==> src/hw/rtl/rqrst_pkg.sv <==
`default_nettype none
// ----------------------------------------------------------------------------
// rqrst_pkg
// Shared types and character constants for the R quote and raw string tracker.
// ----------------------------------------------------------------------------
package rqrst_pkg;

   localparam logic [7:0] CH_SQUOTE    = 8'h27;
   localparam logic [7:0] CH_DQUOTE    = 8'h22;
   localparam logic [7:0] CH_LPAREN    = 8'h28;
   localparam logic [7:0] CH_RPAREN    = 8'h29;
   localparam logic [7:0] CH_LBRACKET  = 8'h5B;
   localparam logic [7:0] CH_RBRACKET  = 8'h5D;
   localparam logic [7:0] CH_LBRACE    = 8'h7B;
   localparam logic [7:0] CH_RBRACE    = 8'h7D;
   localparam logic [7:0] CH_DASH      = 8'h2D;
   localparam logic [7:0] CH_BACKTICK  = 8'h60;
   localparam logic [7:0] CH_BACKSLASH = 8'h5C;
   localparam logic [7:0] CH_UPPER_R   = 8'h52;
   localparam logic [7:0] CH_LOWER_R   = 8'h72;

   typedef enum logic [1:0] {
      PHASE_NONE  = 2'd0,
      PHASE_SAW_R = 2'd1,
      PHASE_QUOTE = 2'd2,
      PHASE_BODY  = 2'd3
   } phase_type;

   typedef enum logic [1:0] {
      DELIM_NONE    = 2'd0,
      DELIM_PAREN   = 2'd1,
      DELIM_BRACKET = 2'd2,
      DELIM_BRACE   = 2'd3
   } delim_type;

   typedef struct packed {
      logic      single_q;
      logic      double_q;
      logic      backtick;
      logic      escape;
      logic      raw;
      phase_type phase;
      delim_type open_delim;
   } flags_type;

endpackage : rqrst_pkg
`default_nettype wire

==> src/hw/rtl/rqrst_if.sv <==
`default_nettype none
// ----------------------------------------------------------------------------
// rqrst_req_if / rqrst_rsp_if
// Valid/ready channels for input bytes and per-byte context results.
// ----------------------------------------------------------------------------
interface rqrst_req_if;
   logic       valid;
   logic       ready;
   logic [7:0] ch;

   modport source (output valid, output ch, input ready);
   modport sink   (input valid, input ch, output ready);
endinterface : rqrst_req_if

interface rqrst_rsp_if;
   logic       valid;
   logic       ready;
   logic       in_single;
   logic       in_double;
   logic       in_backtick;
   logic       escape_pending;
   logic       in_raw;
   logic [1:0] raw_phase;

   modport source (output valid, output in_single, output in_double, output in_backtick,
                   output escape_pending, output in_raw, output raw_phase, input ready);
   modport sink   (input valid, input in_single, input in_double, input in_backtick,
                   input escape_pending, input in_raw, input raw_phase, output ready);
endinterface : rqrst_rsp_if
`default_nettype wire

==> src/hw/rtl/rqrst_step.sv <==
`default_nettype none
// ----------------------------------------------------------------------------
// rqrst_step
// Next-state logic for one byte: raw string scan, prefix scan, plain scan.
// ----------------------------------------------------------------------------
module rqrst_step #(
   parameter int DASH_W     = 8,
   parameter int MAX_DASHES = 255
) (
   input  wire logic [7:0]         ch,
   input  wire rqrst_pkg::flags_type cur,
   input  wire logic [DASH_W-1:0]  stored_cur,
   input  wire logic [DASH_W-1:0]  count_cur,
   output rqrst_pkg::flags_type    nxt,
   output logic [DASH_W-1:0]       stored_nxt,
   output logic [DASH_W-1:0]       count_nxt
);
   import rqrst_pkg::*;

   localparam logic [DASH_W-1:0] DashMax = DASH_W'(MAX_DASHES);

   logic consumed;
   logic closer;
   logic is_open;

   always_comb begin
      unique case (cur.open_delim)
         DELIM_PAREN:   closer = (ch == CH_RPAREN);
         DELIM_BRACKET: closer = (ch == CH_RBRACKET);
         DELIM_BRACE:   closer = (ch == CH_RBRACE);
         default:       closer = 1'b0;
      endcase
      is_open = (ch == CH_LPAREN) || (ch == CH_LBRACKET) || (ch == CH_LBRACE);
   end

   always_comb begin
      nxt        = cur;
      stored_nxt = stored_cur;
      count_nxt  = count_cur;
      consumed   = 1'b0;

      if (cur.raw) begin
         if (cur.phase == PHASE_BODY) begin
            if (closer) nxt.phase = PHASE_QUOTE;
         end else if (cur.phase == PHASE_QUOTE) begin
            if (count_cur == '0) begin
               priority if (cur.single_q && ch == CH_SQUOTE) begin
                  nxt.single_q = 1'b0;
                  nxt.raw      = 1'b0;
                  nxt.phase    = PHASE_NONE;
               end else if (cur.double_q && ch == CH_DQUOTE) begin
                  nxt.double_q = 1'b0;
                  nxt.raw      = 1'b0;
                  nxt.phase    = PHASE_NONE;
               end else begin
                  count_nxt = stored_cur;
                  nxt.phase = PHASE_BODY;
               end
            end else if (ch == CH_DASH) begin
               count_nxt = count_cur - 1'b1;
            end else begin
               count_nxt = stored_cur;
               nxt.phase = PHASE_BODY;
            end
         end
      end else begin
         if (cur.phase == PHASE_SAW_R) begin
            priority if (ch == CH_SQUOTE) begin
               nxt.phase    = PHASE_QUOTE;
               nxt.single_q = 1'b1;
               count_nxt    = '0;
               consumed     = 1'b1;
            end else if (ch == CH_DQUOTE) begin
               nxt.phase    = PHASE_QUOTE;
               nxt.double_q = 1'b1;
               count_nxt    = '0;
               consumed     = 1'b1;
            end else begin
               nxt.phase    = PHASE_NONE;
               nxt.single_q = 1'b0;
               nxt.double_q = 1'b0;
            end
         end else if (cur.phase == PHASE_QUOTE) begin
            consumed = 1'b1;
            priority if (is_open) begin
               nxt.phase  = PHASE_BODY;
               stored_nxt = count_cur;
               nxt.raw    = 1'b1;
               nxt.open_delim = (ch == CH_LPAREN)   ? DELIM_PAREN :
                                (ch == CH_LBRACKET) ? DELIM_BRACKET : DELIM_BRACE;
            end else if (ch == CH_DASH) begin
               if (count_cur < DashMax) count_nxt = count_cur + 1'b1;
            end else begin
               nxt.phase    = PHASE_NONE;
               nxt.single_q = 1'b0;
               nxt.double_q = 1'b0;
            end
         end

         if (!consumed) begin
            priority if (nxt.escape) begin
               nxt.escape = 1'b0;
            end else if (nxt.backtick && ch == CH_BACKTICK) begin
               nxt.backtick = 1'b0;
            end else if (nxt.single_q && ch == CH_SQUOTE) begin
               nxt.single_q = 1'b0;
            end else if (nxt.double_q && ch == CH_DQUOTE) begin
               nxt.double_q = 1'b0;
            end else if (ch == CH_UPPER_R || ch == CH_LOWER_R) begin
               nxt.phase = PHASE_SAW_R;
            end else if (ch == CH_BACKSLASH) begin
               nxt.escape = 1'b1;
            end else if (nxt.single_q || nxt.double_q || nxt.backtick) begin
               nxt.escape = 1'b0;
            end else if (ch == CH_BACKTICK) begin
               nxt.backtick = 1'b1;
            end else if (ch == CH_SQUOTE) begin
               nxt.single_q = 1'b1;
            end else begin
               nxt.double_q = (ch == CH_DQUOTE);
            end
         end
      end
   end

endmodule : rqrst_step
`default_nettype wire

==> src/hw/rtl/r_quote_and_raw_string_tracker.sv <==
`default_nettype none
// Scans R source text one byte per beat and reports, for each byte, the quote,
// escape and raw string context after it. A byte is taken into an input
// register, the context update runs combinationally from there into the result
// register, so a new byte is accepted every cycle and each result is presented
// once its byte has passed the input register; the only stall is the result
// side. Raw string dash runs count up to MAX_DASHES and stay there.
// ----------------------------------------------------------------------------
// r_quote_and_raw_string_tracker
// Top level: input register, context state, result register and handshakes.
// ----------------------------------------------------------------------------
module r_quote_and_raw_string_tracker #(
   parameter int MAX_DASHES = 255
) (
   input  wire logic   clock,
   input  wire logic   reset,
   rqrst_req_if.sink   req_bus,
   rqrst_rsp_if.source rsp_bus
);
   import rqrst_pkg::*;

   localparam int DASH_W = $clog2(MAX_DASHES + 1);

   logic                in_valid_ff;
   logic [7:0]          in_ch_ff;
   logic                out_valid_ff;
   flags_type           out_flags_ff;
   flags_type           state_ff;
   logic [DASH_W-1:0]   stored_ff;
   logic [DASH_W-1:0]   count_ff;

   flags_type           state_in;
   logic [DASH_W-1:0]   stored_in;
   logic [DASH_W-1:0]   count_in;

   logic advance;
   logic fire;

   assign advance       = !out_valid_ff || rsp_bus.ready;
   assign fire          = in_valid_ff && advance;
   assign req_bus.ready = !in_valid_ff || advance;

   rqrst_step #(
      .DASH_W     (DASH_W),
      .MAX_DASHES (MAX_DASHES)
   ) u_step (
      .ch         (in_ch_ff),
      .cur        (state_ff),
      .stored_cur (stored_ff),
      .count_cur  (count_ff),
      .nxt        (state_in),
      .stored_nxt (stored_in),
      .count_nxt  (count_in)
   );

   always_ff @(posedge clock) begin
      if (reset) begin
         in_valid_ff  <= 1'b0;
         out_valid_ff <= 1'b0;
         state_ff     <= '0;
         stored_ff    <= '0;
         count_ff     <= '0;
      end else begin
         if (req_bus.ready) in_valid_ff <= req_bus.valid;
         if (advance) out_valid_ff <= in_valid_ff;
         if (fire) begin
            state_ff  <= state_in;
            stored_ff <= stored_in;
            count_ff  <= count_in;
         end
      end
   end

   always_ff @(posedge clock) begin
      if (req_bus.ready && req_bus.valid) in_ch_ff <= req_bus.ch;
      if (fire) out_flags_ff <= state_in;
   end

   assign rsp_bus.valid          = out_valid_ff;
   assign rsp_bus.in_single      = out_flags_ff.single_q;
   assign rsp_bus.in_double      = out_flags_ff.double_q;
   assign rsp_bus.in_backtick    = out_flags_ff.backtick;
   assign rsp_bus.escape_pending = out_flags_ff.escape;
   assign rsp_bus.in_raw         = out_flags_ff.raw;
   assign rsp_bus.raw_phase      = out_flags_ff.phase;

   a_raw_phase: assert property (@(posedge clock) disable iff (reset)
      state_ff.raw |-> (state_ff.phase == PHASE_QUOTE || state_ff.phase == PHASE_BODY))
      else $error("raw flag set outside quote or body phase");

   a_raw_delim: assert property (@(posedge clock) disable iff (reset)
      state_ff.raw |-> (state_ff.open_delim != DELIM_NONE))
      else $error("raw string without an opening delimiter");

   a_dash_sat: assert property (@(posedge clock) disable iff (reset)
      (count_ff <= DASH_W'(MAX_DASHES)) && (stored_ff <= DASH_W'(MAX_DASHES)))
      else $error("dash count beyond saturation limit");

   a_state_hold: assert property (@(posedge clock) disable iff (reset)
      !fire |=> $stable(state_ff) && $stable(count_ff))
      else $error("context state changed without a byte");

   a_rsp_match: assert property (@(posedge clock) disable iff (reset)
      fire |=> (out_flags_ff == state_ff) && out_valid_ff)
      else $error("result does not match updated context");

endmodule : r_quote_and_raw_string_tracker
`default_nettype wire

==> src/flat_wrapper.sv <==
// flat-port wrapper written by rule: the top's interface ports become plain ports
module r_quote_and_raw_string_tracker_flat import rqrst_pkg::*;
#(
   parameter int MAX_DASHES = 255
)
  (clock, reset, req_bus_valid, req_bus_ch, req_bus_ready, rsp_bus_valid, rsp_bus_in_single, rsp_bus_in_double, rsp_bus_in_backtick, rsp_bus_escape_pending, rsp_bus_in_raw, rsp_bus_raw_phase, rsp_bus_ready);
  rqrst_req_if req_bus_i ();
  rqrst_rsp_if rsp_bus_i ();
  input  wire logic clock;
  input  wire logic reset;
  input wire logic [$bits(req_bus_i.valid)-1:0] req_bus_valid;
  input wire logic [$bits(req_bus_i.ch)-1:0] req_bus_ch;
  output wire logic [$bits(req_bus_i.ready)-1:0] req_bus_ready;
  output wire logic [$bits(rsp_bus_i.valid)-1:0] rsp_bus_valid;
  output wire logic [$bits(rsp_bus_i.in_single)-1:0] rsp_bus_in_single;
  output wire logic [$bits(rsp_bus_i.in_double)-1:0] rsp_bus_in_double;
  output wire logic [$bits(rsp_bus_i.in_backtick)-1:0] rsp_bus_in_backtick;
  output wire logic [$bits(rsp_bus_i.escape_pending)-1:0] rsp_bus_escape_pending;
  output wire logic [$bits(rsp_bus_i.in_raw)-1:0] rsp_bus_in_raw;
  output wire logic [$bits(rsp_bus_i.raw_phase)-1:0] rsp_bus_raw_phase;
  input wire logic [$bits(rsp_bus_i.ready)-1:0] rsp_bus_ready;
  assign req_bus_i.valid = req_bus_valid;
  assign req_bus_i.ch = req_bus_ch;
  assign req_bus_ready = req_bus_i.ready;
  assign rsp_bus_valid = rsp_bus_i.valid;
  assign rsp_bus_in_single = rsp_bus_i.in_single;
  assign rsp_bus_in_double = rsp_bus_i.in_double;
  assign rsp_bus_in_backtick = rsp_bus_i.in_backtick;
  assign rsp_bus_escape_pending = rsp_bus_i.escape_pending;
  assign rsp_bus_in_raw = rsp_bus_i.in_raw;
  assign rsp_bus_raw_phase = rsp_bus_i.raw_phase;
  assign rsp_bus_i.ready = rsp_bus_ready;
  r_quote_and_raw_string_tracker #(.MAX_DASHES(MAX_DASHES)) u_core (.clock(clock), .reset(reset), .req_bus(req_bus_i), .rsp_bus(rsp_bus_i));
endmodule
==> config.mk <==
export PLATFORM = sky130hd
export DESIGN_NAME = r_quote_and_raw_string_tracker_flat
export DESIGN_NICKNAME = d
export VERILOG_FILES = /design/src/hw/rtl/rqrst_pkg.sv /design/src/hw/rtl/rqrst_if.sv /design/src/hw/rtl/rqrst_step.sv /design/src/hw/rtl/r_quote_and_raw_string_tracker.sv /design/src/flat_wrapper.sv
export SDC_FILE = /design/constraint.sdc
export NUM_CORES = 1
export LEC_CHECK = 0
export BUFFER_PORTS_ARGS = -buffer_cell sky130_fd_sc_hd__buf_4
export CAP_MARGIN = 20
export CORE_ASPECT_RATIO = 1.5
export CORE_UTILIZATION = 55
export CTS_BUF_LIST = sky130_fd_sc_hd__clkbuf_4
export CTS_CLUSTER_DIAMETER = 80
export DETAILED_ROUTE_END_ITERATION = 10
export PLACE_DENSITY_LB_ADDON = 0.25
export SLEW_MARGIN = 20
export SYNTH_ARGS = -nofsm -noshare
export SYNTH_HDL_FRONTEND = slang
export SYNTH_SLANG_ARGS = --single-unit
==> constraint.sdc <==
create_clock -name clock -period 7.44 [get_ports clock]
set_input_delay 1.116 -clock clock [delete_from_list [all_inputs] [get_ports clock]]
set_output_delay 1.116 -clock clock [all_outputs]
set_load 0.02 [all_outputs]
======== Word level (Yosys, flattened, before mapping) ========
Index checks and enable logic that the tools add are counted.
word-level totals
  output and inout bits ................... 9
  input port bits ......................... 12
  flip-flop bits (word level) ............. 42
  memory bits (writable) .................. 0
  logic and storage cells ................. 153
  memories kept ........................... 0
  bits in latches ......................... 0
  ROM bits ................................ 0
operators by class
  $add $sub $neg .......................... 2
  equality and inequality tests ........... 25
  bitwise operators ....................... 2
  mux-type cells .......................... 83
  magnitude comparators ................... 1
  reductions and logical operators ........ 22
  multipliers ............................. 0
  shift-type cells ........................ 0
  div/mod/pow operators ................... 0
operators by type and width
  kind                                                                     count
  8-bit 2-to-1 mux                                                         14
  8-bit by 7-bit == test with 1-bit output, second input constant          8
  2-bit 2-to-1 mux                                                         31
  8-bit by 6-bit == test with 1-bit output, second input constant          5
  1-bit 2-to-1 mux                                                         27
  3-bit 2-to-1 mux                                                         7
  10-bit AND reduction                                                     1
  8-bit by 1-bit adder with 8-bit output, second input constant            1
  2-bit == test, second input constant                                     4
  8-bit zero test                                                          1
  8-bit < comparator, second input constant                                1
  4-bit 2-to-1 mux                                                         2
  8-bit by 1-bit subtractor with 8-bit output, second input constant       1
  1-bit logical AND                                                        7
  1-bit logical OR                                                         7
  3-bit inequality test, second input constant                             2
  3-bit nonzero test                                                       2
  5-bit 2-to-1 mux                                                         1
  5-bit AND reduction                                                      1
  2-bit by 1-bit == test with 1-bit output, second input constant          2
  2-bit inequality test, second input constant                             2
  4-bit by 3-bit inequality test with 1-bit output, second input constant  1
  3-bit by 1-bit inequality test with 1-bit output, second input constant  1
  1-bit one-hot mux with 3 select lines                                    1
  other kinds (3)                                                          5

======== Depth between registers and ports, before layout ========
  word-level depth ........................ 18
  mapped depth ............................ 9

======== Modules after synthesis ========
Synthesis repeated with hierarchy kept, for this count alone.
unflattened totals
  cell total of the unflattened synthesis .. 338
  area, all modules ....................... 2,950.3 sq um
by module, submodules not included
  module                          area an instance (sq um)  sequential area each (sq um)  instances  cells each
  r_quote_and_raw_string_tracker  1,654.1                   991.0                         1          133
  rqrst_step                      1,296.2                   0.0                           1          205

======== Worst setup path before layout ========
OpenSTA, ideal clock, no wires.
  path kind ............................... input -> register
  start point ............................. in rsp_bus_ready
  end point ............................... reg u_core.count_ff[2]
  path buffers ............................ 2
  slack ................................... 4.839 ns
  stages on the path ...................... 8
  data required time ...................... 7.370 ns
  data arrival time ....................... 2.531 ns
  path through ............................ nor2b_1 nand2b_1 clkbuf_1 inv_2 or2b_1 bufbuf_16 a211o_1 a21oi_1
between the ends
  word-level cells in the longest chain between the ends .. 3
RTL lines
  element                                RTL line                              source
  from (decl)                            flat_wrapper.sv:21                    input wire logic [$bits(rsp_bus_i.ready)-1:0] rsp_bus_ready;
  1-bit logical OR                       r_quote_and_raw_string_tracker.sv:39  assign advance = !out_valid_ff || rsp_bus.ready;
  1-bit logical AND                      r_quote_and_raw_string_tracker.sv:40  assign fire = in_valid_ff && advance;
  named net u_core.fire                  r_quote_and_raw_string_tracker.sv:37  logic fire;
  10-bit AND reduction (no source line)  n/a
  to (signal assigned)                   r_quote_and_raw_string_tracker.sv:69  count_ff <= count_in;
  to (decl)                              r_quote_and_raw_string_tracker.sv:30  logic [DASH_W-1:0] count_ff;
The timed path passes the listed nets, and every way through them passes these cells.
A chain may end at the register's enable or synchronous reset.

======== Worst setup path in the final report ========
  start point ............................. in rsp_bus_ready
  end point ............................... out req_bus_ready
between the ends
  word-level cells in the longest chain between the ends .. 2
RTL lines
  element           RTL line                              source
  1-bit logical OR  r_quote_and_raw_string_tracker.sv:39
  1-bit logical OR  r_quote_and_raw_string_tracker.sv:41  assign req_bus.ready = !in_valid_ff || advance;
  to (decl)         flat_wrapper.sv:13                    output wire logic [$bits(req_bus_i.ready)-1:0] req_bus_ready;
Every way passes these cells.

==> results summary <==
The startpoint identified for the worst register-to-register timing path is u_core.in_ch_ff[4]$_DFFE_PP_. The number of cells on the worst reg-to-reg path is 6. The final total negative setup slack is 0 ps.

Synthesis handed over a netlist of 310 instances. Data on the critical path is required at its endpoint by 6320 ps. The number of detailed-route iterations in the first pass came out at 5. The starting density of the core is 57.1%. Among all flip-flop cells after synthesis, the most frequent one is dfxtp_1. The number of rows in the core area came out at 31. On the final layout, the worst clock skew is 14.0 ps. The actual transition at the worst max-transition pin came out at 753 ps. The clock latency on the worst-skew pair came out at 370 ps. In this run the most critical hold path is launched from u_core.stored_ff[0]$_SDFFE_PP0P_. The height of the chip is 88.5 microns. The area of the core came out at 0.00481 sq mm. The distinct cell type count of the synthesized netlist is 74.

The number of top-level pins came out at 21. Setup violations remaining at the end of the flow were counted as 0. Across the VDD grid, the largest voltage drop is 0.0898 mV.

The flow ran to the end, and the final reports show no timing, DRC or antenna violations. Summed over all layers, the global routing overflow is 0. The violation count after the first detailed-route iteration came out at 129.

The weighted congestion reported at the end of routability-driven placement is 0.961. TritonCTS created 5 clock buffers. The floorplan step defined a die boundary enclosing 0.00529 sq mm.

The maximum clock rate came out at 0.355 GHz. The kind of critical path is primary input to output pin. The largest fanout on the critical path came out at 4. Once detailed placement completed, the half-perimeter wirelength came to 4810 microns.

The critical path launch point type is a primary input. In this run the horizontal extent of the chip is 59.7 microns. The worst relative slew slack came out at 49.7%. Setup repair after global routing left no endpoint under its margin. The average cell area after synthesis came out at 8.86 sq um.

Dividing the detail-routed wire length by the instance count gives 17.3 microns. The internal reg-to-reg setup slack came out at 4810 ps. The final hold violation count is 0. After detailed routing, the number of vias per cell comes to 6.44. The netlist area before placement is 0.00275 sq mm.

The number of enable flip-flop cells after synthesis is 15. The H-tree was split into 2 levels. The count of nets left with antenna violations after detail routing came out at 0. The worst setup path is captured at an output pin. The cell sitting at the root of the clock tree is a clkbuf_4.

The post-synth net total is 327. The worst hold path stage count is 2. The power density normalized to cell area came out at 152 mW/mm^2. The final clock period utilization by the worst path came out at 37.9%. The wire length of the first global-routing pass is 10,700 microns.

Entering global routing, the biggest net connects 26 pins. The count of pins over their slew limit is 0. The static power due to leakage is 1.01 nW. The via count of the first global-routing pass came out at 2,298. TritonCTS built the clock tree. The number of antenna violations at the first check in global routing is 0. The post-detailed-routing wire length came out at 6590 microns. The signal arrival time at the worst endpoint came out at 1700 ps. Yosys printed 0 warnings.

The post-route minimum period came out at 2820 ps. The post-CTS setup buffer count is 0. Compared with the post-synthesis result, the final layout area differs by 4.19%. The number of maximum-capacitance violations came out at 0. The total routing usage reported by global routing is 27.0%. In the synthesized netlist the async set-or-reset flop fraction comes to 0%. The clock transition at the registers of the reported paths is 140 ps. The number of resized instances in the post-cts repair step came out at 0. In this run, post-CTS hold repair placed 0 buffers.

The clock sink count came out at 42. The path with the worst hold slack has its endpoint at u_core.stored_ff[0]$_SDFFE_PP0P_. For this run, the register share of the synthesized area comes to 36.1%. Counting along the longest clock path gives a buffer depth of 2. The number of port buffers came out at 20. The final-stage net count came out at 332.

The final worst slack came out at 4620 ps. The reg-to-reg critical path endpoint is u_core.rsp_bus.in_single$_DFFE_PP_. The via count of the routed design came out at 2,460.

The number of antenna diodes in the final layout is 0. The post-place setup slack is 4470 ps. The synthesis-stage register bit count came out at 42. The layout cell share with drive strength beyond 1 is 16.5%.

In this run the worst hold path is classified as flip-flop to flip-flop. The number of remaining DRC errors came out at 0.
-- cells in the final DEF, fill, tap and decap left out, types with 3 or more instances in the layout --
master / n
a21oi_1: 17
a311oi_1: 6
a31oi_1: 7
a41oi_1: 3
and2_1: 3
and3_1: 5
buf_4: 20
clkbuf_4: 5
dfxtp_1: 27
edfxtp_1: 15
ha_1: 5
inv_1: 11
mux2i_1: 6
nand2_1: 24
nand3_1: 11
nand4_1: 3
nor2_1: 35
nor2_2: 3
nor2b_1: 3
nor3_1: 4
nor3b_1: 6
nor4_1: 3
o211ai_1: 8
o21ai_0: 10
o22ai_1: 3
o31ai_1: 7
or2_2: 3
xnor2_1: 6
-- Yosys cell counts, drive strengths merged, types with 2 or more instances --
cell | instances | area [sq um]
nand2b | 2 | 12.5
nor4 | 4 | 40.0
nor3 | 6 | 40.0
or3 | 2 | 12.5
inv | 12 | 45.0
a221oi | 2 | 17.5
nand4 | 4 | 31.3
o21ai | 13 | 68.8
nand3 | 11 | 55.1
a211oi | 2 | 15.0
o22ai | 3 | 18.8
dfxtp | 27 | 541
nor2b | 3 | 18.8
buf | 6 | 53.8
o2bb2ai | 2 | 17.5
nor2 | 38 | 150
mux2i | 6 | 60.1
edfxtp | 15 | 450
nand2 | 24 | 90.1
a211o | 2 | 17.5
ha | 5 | 62.6
nand4b | 2 | 17.5
or2 | 4 | 25.0
xnor2 | 6 | 52.6
a41oi | 3 | 26.3
or4 | 2 | 15.0
a31o | 2 | 17.5
a21oi | 18 | 93.8
clkbuf | 15 | 97.6
or4b | 3 | 33.8
nor3b | 6 | 45.0
a31oi | 8 | 56.3
o211ai | 8 | 60.1
nand3b | 2 | 15.0
o311a | 2 | 21.3
or2b | 2 | 16.3
and3 | 5 | 31.3
o31ai | 7 | 52.6
o21a | 2 | 15.0
and2 | 3 | 18.8
a311oi | 6 | 52.6
-- flip-flops by register name, indices dropped and copies added (netlist names), 2 cells and up --
| signal | cells |
|---|---|
| u_core.state_ff | 9 |
| u_core.count_ff | 8 |
| u_core.rsp_bus.raw_phase | 2 |
| u_core.stored_ff | 8 |
| u_core.in_ch_ff | 8 |
-- metal layers --
layer	vias up	share of wire (%)	track usage [%]
li1	1168	-	-
met4	0	5.3	18.0
met3	32	3.7	3.22
met1	1172	38	30.0
met2	88	53	47.3
met5	-	0	0
-- critical path, cell delays in order --
cell and delay, ps:
buf_4 110, nor2b_1 200, nand2_1 110, buf_4 170
-- metrics by stage --
stage	area, sq um	std cells	power (W)	hold slack (ps)	util (%)
3_3_place_gp	2800	374	0.000312	469	58.1
3_5_place_dp	2800	374	0.000312	474	58.1
4_1_cts	2860	382	0.000438	508	59.5
2_1_floorplan	2750	310	0.000298	448	-
5_1_grt	2860	382	0.000455	547	59.5
6_report	2860	382	0.000435	504	59.5
-- kinds of logic (layout without fill, tap and decap cells) --
group           after synthesis  count (layout)  synth area share [%]
simple gates                126             126                  25.3
mux                           7               7                  2.60
fa+ha+maj                     5               5                  2.28
compound gates               90              90                  23.5
flops                        42              42                  36.1
xor+xnor                      6               6                  1.91
buf+inv                      34              40                  8.34
-- power breakdown --
group	switching [W]	internal, W	total [W]	leakage (nW)
Sequential	0.00000804	0.000246	0.000254	0.364
Clock	0.0000858	0.0000411	0.000127	0.0377
Combinational	0.0000333	0.0000211	0.0000544	0.604
-- how the worst max path moves through the flow --
stage | startpoint | end | slack [ps] | cells past startpoint
2_1_floorplan | rsp_bus_ready | u_core.count_ff[2]$_SDFFE_PP0P_ | 4840 | 8
3_3_place_gp | rsp_bus_ready | u_core.state_ff[1]$_SDFFE_PP0P_ | 4530 | 6
3_5_place_dp | rsp_bus_ready | u_core.state_ff[1]$_SDFFE_PP0P_ | 4470 | 6
4_1_cts | rsp_bus_ready | req_bus_ready | 4620 | 4
5_1_grt | rsp_bus_ready | req_bus_ready | 4540 | 4
6_report | rsp_bus_ready | req_bus_ready | 4620 | 4
-- layout make-up --
cell class                 count  area (sq um)
sequential                    42           991
clock buffer                   5          37.5
timing repair buffer          20           150
fill                         472          1950
clock inverter                 3          28.8
tap                           66          82.6
multi-input combinational    234          1530
inverter                      12          45.0
Power figures use the tool's default switching activity.
